[src/hw2d_pkg.sv]
package hw2d_pkg;

  localparam int SAMPLE_BITS = 24;
  localparam int TILE        = 8;
  localparam int HALF        = TILE / 2;
  localparam int IDX_BITS    = $clog2(TILE);
  localparam int WORK_BITS   = SAMPLE_BITS + 5;
  localparam int LINE_STAGES = 3;
  localparam int CNT_BITS    = IDX_BITS + 1;

  localparam logic [IDX_BITS-1:0] LAST_ROW  = IDX_BITS'(TILE - 1);
  localparam logic [CNT_BITS-1:0] COLS_LAST = CNT_BITS'(TILE + LINE_STAGES - 1);

  typedef logic signed [SAMPLE_BITS-1:0] sample_t;
  typedef logic signed [WORK_BITS-1:0]   work_t;
  typedef sample_t [TILE-1:0]            srow_t;
  typedef work_t [TILE-1:0]              line_t;

  localparam sample_t SAMPLE_MAX = {1'b0, {(SAMPLE_BITS-1){1'b1}}};
  localparam sample_t SAMPLE_MIN = {1'b1, {(SAMPLE_BITS-1){1'b0}}};

  typedef enum logic [1:0] {
    ST_LOAD,
    ST_ROWS,
    ST_COLS,
    ST_EMIT
  } state_t;

  typedef struct packed {
    logic                ram_wr;
    logic [IDX_BITS-1:0] ram_waddr;
    logic                ram_rd;
    logic [IDX_BITS-1:0] ram_raddr;
    logic                inverse;
    logic                col_issue;
    logic                hshift;
    logic                emit_shift;
  } ctrl_cmd_t;

  typedef struct packed {
    logic line_done;
  } ctrl_status_t;

  function automatic sample_t clamp_sample(work_t v);
    sample_t r;
    if (v > work_t'(SAMPLE_MAX)) begin
      r = SAMPLE_MAX;
    end else if (v < work_t'(SAMPLE_MIN)) begin
      r = SAMPLE_MIN;
    end else begin
      r = v[SAMPLE_BITS-1:0];
    end
    return r;
  endfunction

endpackage

[src/hw2d_ctrl.sv]
module hw2d_ctrl (
  input  logic                                clk,
  input  logic                                rst,
  input  logic                                in_valid,
  output logic                                in_ready,
  output logic                                out_valid,
  input  logic                                out_ready,
  input  logic                                cfg_valid,
  output logic                                cfg_ready,
  input  logic                                cfg_data,
  output logic [hw2d_pkg::IDX_BITS-1:0]       row_number,
  output logic                                last_row,
  output hw2d_pkg::ctrl_cmd_t                 cmd,
  input  hw2d_pkg::ctrl_status_t              status
);

  hw2d_pkg::state_t state, state_next;
  logic [hw2d_pkg::CNT_BITS-1:0] cnt, cnt_next;
  logic [hw2d_pkg::IDX_BITS-1:0] res, res_next;
  logic [hw2d_pkg::IDX_BITS-1:0] rows, rows_next;
  logic direction, direction_next;
  logic mode, mode_next;
  logic in_xfer, out_xfer, cfg_xfer;

  assign in_xfer  = in_valid && in_ready;
  assign out_xfer = out_valid && out_ready;
  assign cfg_xfer = cfg_valid && cfg_ready;

  always_comb begin
    state_next = state;
    unique case (state)
      hw2d_pkg::ST_LOAD: begin
        if (in_xfer && rows == hw2d_pkg::LAST_ROW) state_next = hw2d_pkg::ST_ROWS;
      end
      hw2d_pkg::ST_ROWS: begin
        if (status.line_done && res == hw2d_pkg::LAST_ROW) state_next = hw2d_pkg::ST_COLS;
      end
      hw2d_pkg::ST_COLS: begin
        if (cnt == hw2d_pkg::COLS_LAST) state_next = hw2d_pkg::ST_EMIT;
      end
      hw2d_pkg::ST_EMIT: begin
        if (out_xfer && cnt[hw2d_pkg::IDX_BITS-1:0] == hw2d_pkg::LAST_ROW) begin
          state_next = hw2d_pkg::ST_LOAD;
        end
      end
      default: state_next = hw2d_pkg::ST_LOAD;
    endcase
  end

  always_comb begin
    in_ready       = 1'b0;
    out_valid      = 1'b0;
    cfg_ready      = 1'b1;
    cmd.ram_rd     = 1'b0;
    cmd.col_issue  = 1'b0;
    cmd.hshift     = 1'b0;
    unique case (state)
      hw2d_pkg::ST_LOAD: in_ready = 1'b1;
      hw2d_pkg::ST_ROWS: cmd.ram_rd = !cnt[hw2d_pkg::IDX_BITS];
      hw2d_pkg::ST_COLS: begin
        cmd.hshift    = 1'b1;
        cmd.col_issue = !cnt[hw2d_pkg::IDX_BITS];
      end
      hw2d_pkg::ST_EMIT: begin
        out_valid = 1'b1;
        in_ready  = (rows != hw2d_pkg::LAST_ROW);
      end
      default: ;
    endcase
    cmd.ram_wr     = in_xfer;
    cmd.ram_waddr  = rows;
    cmd.ram_raddr  = cnt[hw2d_pkg::IDX_BITS-1:0];
    cmd.inverse    = mode;
    cmd.emit_shift = out_xfer;
    row_number     = cnt[hw2d_pkg::IDX_BITS-1:0];
    last_row       = (cnt[hw2d_pkg::IDX_BITS-1:0] == hw2d_pkg::LAST_ROW);
  end

  always_comb begin
    rows_next      = in_xfer ? rows + 1'b1 : rows;
    direction_next = cfg_xfer ? cfg_data : direction;
    mode_next      = (in_xfer && rows == hw2d_pkg::LAST_ROW) ? direction : mode;
    res_next       = (state == hw2d_pkg::ST_ROWS && status.line_done) ? res + 1'b1 : res;
    unique case (state)
      hw2d_pkg::ST_ROWS: cnt_next = cnt[hw2d_pkg::IDX_BITS] ? cnt : cnt + 1'b1;
      hw2d_pkg::ST_COLS: cnt_next = cnt + 1'b1;
      hw2d_pkg::ST_EMIT: cnt_next = out_xfer ? cnt + 1'b1 : cnt;
      default:           cnt_next = '0;
    endcase
    if (state_next != state) cnt_next = '0;
  end

  always_ff @(posedge clk) begin
    if (rst) begin
      state     <= hw2d_pkg::ST_LOAD;
      cnt       <= '0;
      res       <= '0;
      rows      <= '0;
      direction <= 1'b0;
      mode      <= 1'b0;
    end else begin
      state     <= state_next;
      cnt       <= cnt_next;
      res       <= res_next;
      rows      <= rows_next;
      direction <= direction_next;
      mode      <= mode_next;
    end
  end

  a_tile_full_starts_pass: assert property (@(posedge clk) disable iff (rst)
    (in_valid && in_ready && rows == hw2d_pkg::LAST_ROW) |=> (state == hw2d_pkg::ST_ROWS))
    else $error("full tile did not start the row pass");

  a_results_only_in_pass: assert property (@(posedge clk) disable iff (rst)
    status.line_done |-> (state == hw2d_pkg::ST_ROWS || state == hw2d_pkg::ST_COLS))
    else $error("line result outside a pass");

  a_no_input_in_pass: assert property (@(posedge clk) disable iff (rst)
    (state == hw2d_pkg::ST_ROWS || state == hw2d_pkg::ST_COLS) |-> !in_ready)
    else $error("input taken during a pass");

  a_emit_in_order: assert property (@(posedge clk) disable iff (rst)
    (out_valid && out_ready && !last_row) |=>
      (out_valid && row_number == hw2d_pkg::IDX_BITS'($past(row_number) + 1'b1)))
    else $error("result rows out of order");

endmodule

[config.mk]
export PLATFORM = sky130hd
export DESIGN_NAME = hw2d_ctrl
export DESIGN_NICKNAME = d
export VERILOG_FILES = /design/src/hw2d_pkg.sv /design/src/hw2d_ctrl.sv
export SDC_FILE = /design/constraint.sdc
export NUM_CORES = 1
export LEC_CHECK = 0
export ABC_AREA = 1
export BUFFER_PORTS_ARGS = -buffer_cell sky130_fd_sc_hd__buf_2
export CORE_MARGIN = 1
export CORE_UTILIZATION = 46
export CTS_CLUSTER_DIAMETER = 30
export DETAILED_ROUTE_END_ITERATION = 6
export PLACE_DENSITY = 0.74
export RECOVER_POWER = 25
export SYNTH_ARGS = -nofsm -noshare
export SYNTH_HDL_FRONTEND = slang
export SYNTH_SLANG_ARGS = --single-unit
[constraint.sdc]
create_clock -name clk -period 1.82 [get_ports clk]
set_clock_uncertainty 0.15 [all_clocks]
set_input_delay 0.546 -clock clk [delete_from_list [all_inputs] [get_ports clk]]
set_output_delay 0.546 -clock clk [all_outputs]
set_load 0.05 [all_outputs]
==> metrics, run 1 <==
most common cell in the netlist=nand2_1; Mapped Cells=136; Clk Latency, worst-skew pair=0.27 ns; hold buffer count at cts=0; Mapped Area=0.00101 mm2; cell area after layout=0.00160 mm2; CTS Root Cell=clkbuf_4; leak pwr=0.750 nW; DR iter-0 viols=21; starting density of the core=0.503; H-tree depth=1; run status=finished with violations; CTS sink cnt=14; Area after DPL=0.00130 mm2; CTS tree=done; worst stage delay on the critical path=0.36 ns; FFs w/ async S/R, synth=0; nets=204; Total Wirelength=3120 um; vias in the first global route=1032; RSZ-0062 raised after global routing=yes; PortBufs=24; CP cell instances=ha_4, ha_4, inv_2, nand2_2, nand2_2, nand2_4, clkinv_4, nand2_4, clkinv_4, buf_8; first-pass GRT wire length=4750 um; share of the yosys chip area belonging to registers=0.278; reg2reg setup slack=-0.15 ns; worst hold margin=0.305 ns; Synth Area in XOR/XNOR=0.0174; row cnt=16; Area Growth Syn to Fin=58.8%; Unique masters post-synth=23; I/O pin count=26; Worst Setup Start Kind=flip-flop; post-route clock period utilization=1.19; fmax=0.462 GHz; CP Max Fanout=2; PwrDens=508 mW/mm2; All-Layer GR Usage=0.258; final setup vio count=11; clock tree buffer depth=2; Compound-Gate Fraction of Synth Area=0.0783; Post-synth top cells=nand2_1 (26), inv_1 (18), dfxtp_1 (14); mux contribution to synthesized area=0; Post-synth EDFFs=0; main combinational cell family by area after synthesis=simple AND/OR/NAND/NOR gates; drt first pass iters=4; WS Path Type=reg -> out; Synth Area in Adders=0.149; initial antenna violation count=0; CTS clock-pin slew for the worst setup and hold paths=0.08 ns; PnR worst setup slack=-0.343 ns; Via density=5.01; maximum vdd drop=0.633 mV; RR Startpoint=state[0]$_SDFF_PP0_; Critical Path AT=1.47 ns; CTS Buf Count=3; share of post-route cells with drive strength above 1=0.576; YS warnings=0; Max-Cap Viols=0; Hold Path Class=reg -> reg; critical path required time=1.12 ns; final RePlAce weighted congestion=0.824; Buf/Inv on CP=4; CP startpoint=rows[0]$_SDFFE_PP0N_; syn_nets=155; pin count of the biggest net entering global routing=9; DR WL/cell=14.8 um; Synth Area in Simple Gates=0.316; Detail Placement HPWL=1830 um; Final min period=2.16 ns; crit end category=output pin; fin. max-slew vios=0; number of remaining DRC errors=0; final hold violations=0; Yosys top cell area share=0.278; worst hold start=mode$_SDFFE_PP0P_; post-synthesis register bit count=14; syn_area_per_cell=7.41 um2; n_diodes=0; core area=0.00200 mm2; Top delay family on crit path=flip-flops; Critical Path Slowest Stage Cell=dfxtp_4; die height=48.8 um; DR vias=1058; Die ar.=0.00238 mm2; chip width=48.8 um; violated checks=setup timing; largest cells by area after synthesis=dfxtp_1 (28%), ha_1 (15%), nand2_1 (9.7%), buf_4 (7.5%), inv_1 (6.7%); aggregate global routing overflow=0; pre-CTS WS=-0.167 ns; biggest area consumer among synthesized cells=dfxtp_1; post-route ant nets=0; Post-synth top flop=dfxtp_1
## report_power, final
group	switching [mW]	total, mW	internal (mW)
logic	0.182	0.306	0.124
registers	0.0129	0.335	0.322
clock network	0.0925	0.172	0.0793
## layer usage
metal,up-vias,share of wire,wire (um),GRT usage
li1,516,-,-,-
met1,495,0.42,1320,0.309
met2,40,0.53,1650,0.486
met3,7,0.027,83,0.0156
met4,0,0.020,63,0.0784
met5,-,0,0,0
## final timing paths
check	endpoint	depth (start not counted)
setup / recovery	cmd[11]	10
hold / removal	mode$_SDFFE_PP0P_	2
setup reg to reg	cnt[1]$_SDFFE_PP0P_	10
hold reg to reg	mode$_SDFFE_PP0P_	2
## timing repair
action | in CTS | in global routing
endpoints found under the setup margin | 9 | 12
pin swaps | 13 | 6
setup buffers | 10 | 4
gates resized for setup | 47 | 12
## cells by family (layout without fill, tap and decap cells)
kind of cell               count (synthesis)  count (layout)
adders and majority gates                 12              12
and+or+nand+nor                           60              60
xor gates and xnor gates                   2               2
other                                      1               1
DFF                                       14              14
buffers and inverters                     32              80
AOI/OAI and AO/OA                         15              15
## final cells by class
| class | count | area (um2) |
|---|---|---|
| clock inverters | 1 | 3.75 |
| clock buffers | 3 | 22.5 |
| fillers | 116 | 403 |
| repair buffers | 54 | 428 |
| multi-input cells | 90 | 717 |
| inverters | 22 | 97.6 |
| flip-flops and latches | 14 | 297 |
| well taps | 27 | 33.8 |
## metrics by stage
stage,setup TNS [ns],power [mW],utilization,cells
2_1_floorplan,-0.355,0.515,-,136
3_5_place_dp,-0.243,0.585,0.650,195
4_1_cts,-1.34,0.798,0.781,209
3_3_place_gp,-0.172,0.576,0.650,195
6_report,-1.74,0.812,0.799,211
5_1_grt,-2.90,0.862,0.799,211
## placed cells by master (no fill, tap or decap), types with 6 or more instances in the layout
cell type	instances
dfxtp_1	7
nor2_1	10
nand2_1	19
ha_4	6
buf_6	8
inv_1	12
o21ai_0	6
buf_4	24
inv_2	6
nand2_2	7
buf_2	14
## registers in the layout (all words and copies together) (netlist names)
name and cells:
cnt 4, mode 1, direction 1, state 2, res 3, rows 3
## worst min-delay path: cells and delay by family, from the launching register on
family          cells  cell delay (ns)
compound gates      1             0.05
buf+inv             1             0.05
flops               1             0.32
No activity file was read; power rests on OpenSTA's default activity.
==> inputs of run 2 (changes only) <==
==> constraint.sdc (replaced) <==
create_clock -name clk -period 1.82 [get_ports clk]
set_clock_uncertainty 0.15 [all_clocks]
set_input_delay 0.091 -clock clk [delete_from_list [all_inputs] [get_ports clk]]
set_output_delay 0.091 -clock clk [all_outputs]
set_load 0.05 [all_outputs]
==> run 2 against run 1 <==
Effect of this change:
- clock power about the same
- wire length is 33% lower
- die area unchanged
- sequential power about the same
- the flow now finishes without violations
- non-clock buffer count fell by 17
- fmax grew 25%
==> metrics, run 2 (synthesis gave the netlist of run 1 again) <==
run status=completed; most frequent cells in the layout=nand2_1 (24), inv_1 (16), buf_2 (16); Slew headroom=0.601; critical path required time=1.58 ns; maximum vdd drop=0.532 mV; pre-CTS WS=0.186 ns; DR iter-0 viols=19; CTS Buf Count=3; pin count of the biggest net entering global routing=9; fmax=0.576 GHz; Max-Cap Viols=0; H-tree depth=1; Top cell by count, worst path=nand2_2; chip width=48.8 um; initial antenna violation count=0; Largest register FFs=4; aggregate global routing overflow=0; DR vias=930; Area Growth Syn to Fin=26.6%; CP cell instances=buf_4, ha_4, nand2_2, nand2_2, nand2_2, inv_2, nand2_4, inv_4, buf_8; DR WL/cell=10.8 um; worst stage delay on the critical path=0.35 ns; Largest Register=cnt; post-route ant nets=0; core area=0.00200 mm2; CTS Root Cell=clkbuf_4; dpl cells=181; Final Non-Filler Cells=193; Hold Path Class=in -> reg; WS Path Type=reg -> out; biggest regs=cnt (4), res (3), rows (3); first-pass GRT wire length=3460 um; PwrDens=580 mW/mm2; nets=187; Die ar.=0.00238 mm2; final RePlAce weighted congestion=0.841; Setup TNS Final=0 ns; Worst R2R Path Depth=10; n_diodes=0; Detail Placement HPWL=1480 um; Critical Path AT=1.50 ns; Via density=4.82; die height=48.8 um; PnR worst setup slack=0.0838 ns; CTS clock-pin slew for the worst setup and hold paths=0.08 ns; hold depth=4; Worst Setup Start Kind=flip-flop; Worst-Margin Slew=0.601 ns; All-Layer GR Usage=0.184; Total Wirelength=2080 um; FILL cells=187; starting density of the core=0.503; final hold violations=0; number of remaining DRC errors=0; row cnt=16; reg2reg setup slack=0.13 ns; leak pwr=0.615 nW; Final min period=1.74 ns; share of post-route cells with drive strength above 1=0.367; crit end category=output pin; final setup vio count=0; drt first pass iters=4; post-route clock period utilization=0.954; clock tree buffer depth=2; vias in the first global route=856; Critical Path Slowest Stage Cell=dfxtp_1; CTS sink cnt=14; CP Max Fanout=8; commonest non-fill, non-tap cell in the layout=nand2_1; CTS tree=done; PortBufs=24; fin. max-slew vios=0; Clk Latency, worst-skew pair=0.28 ns; worst hold margin=0.0856 ns; I/O pin count=26
## run 2: changes by cell type in the layout (fill, tap and decap cells not counted), sizes merged
cell,previous run,this run
buf,51,26
clkinv,3,0
dlygate4sd3,0,4
clkbuf,6,10
inv,20,22
## run 2: worst paths after layout
check,endpoint,from
worst max register to register,cnt[3]$_SDFFE_PP0P_,state[1]$_SDFF_PP0_
worst min register to register,mode$_SDFFE_PP0P_,mode$_SDFFE_PP0P_
worst min-delay path,res[2]$_SDFFE_PP0P_,status
worst max-delay path,cmd[11],state[1]$_SDFF_PP0_
## run 2: stage by stage
stage               total power, mW  cell area (um2)   util
floorplan                     0.493             1030      -
global placement              0.528             1140  0.569
detailed placement            0.532             1140  0.569
CTS                           0.723             1220  0.611
global route                  0.787             1270  0.637
finish                        0.739             1270  0.637
## run 2: timing repair
item                       4_1_cts  5_1_grt
hold buffers                     4        0
cloned                           0        0
setup endpoints to repair        2        2
setup buffers                    1        4
pin swaps                        0        2
gates resized for setup          5        9
hold endpoints to repair         7        0
## run 2: layout make-up
cell class,instances,area (um2),share of cell area
clock buffer,3,22.5,0.0177
timing repair buffer,37,229,0.180
sequential,14,284,0.223
multi-input combinational,90,621,0.487
inverter,22,85.1,0.0667
tap,27,33.8,0.0265
## run 2: where the power goes
| part | internal (mW) | switching [mW] |
|---|---|---|
| Sequential | 0.323 | 0.0145 |
| Combinational | 0.0777 | 0.151 |
| Clock | 0.0768 | 0.0961 |
| Total | 0.477 | 0.262 |
## run 2: per-layer routing
metal  wire (um)  global-route usage
met5           0                   0
met4          35              0.0882
met3          93             0.00935
met2        1020               0.317
met1         926               0.233
## run 2: worst max-delay path, delay by kind of cell (launching register included)
family / cells / cell delay (ns)
DFF: 1 / 0.35
buffers and inverters: 4 / 0.42
adders and majority gates: 1 / 0.19
and+or+nand+nor: 4 / 0.25
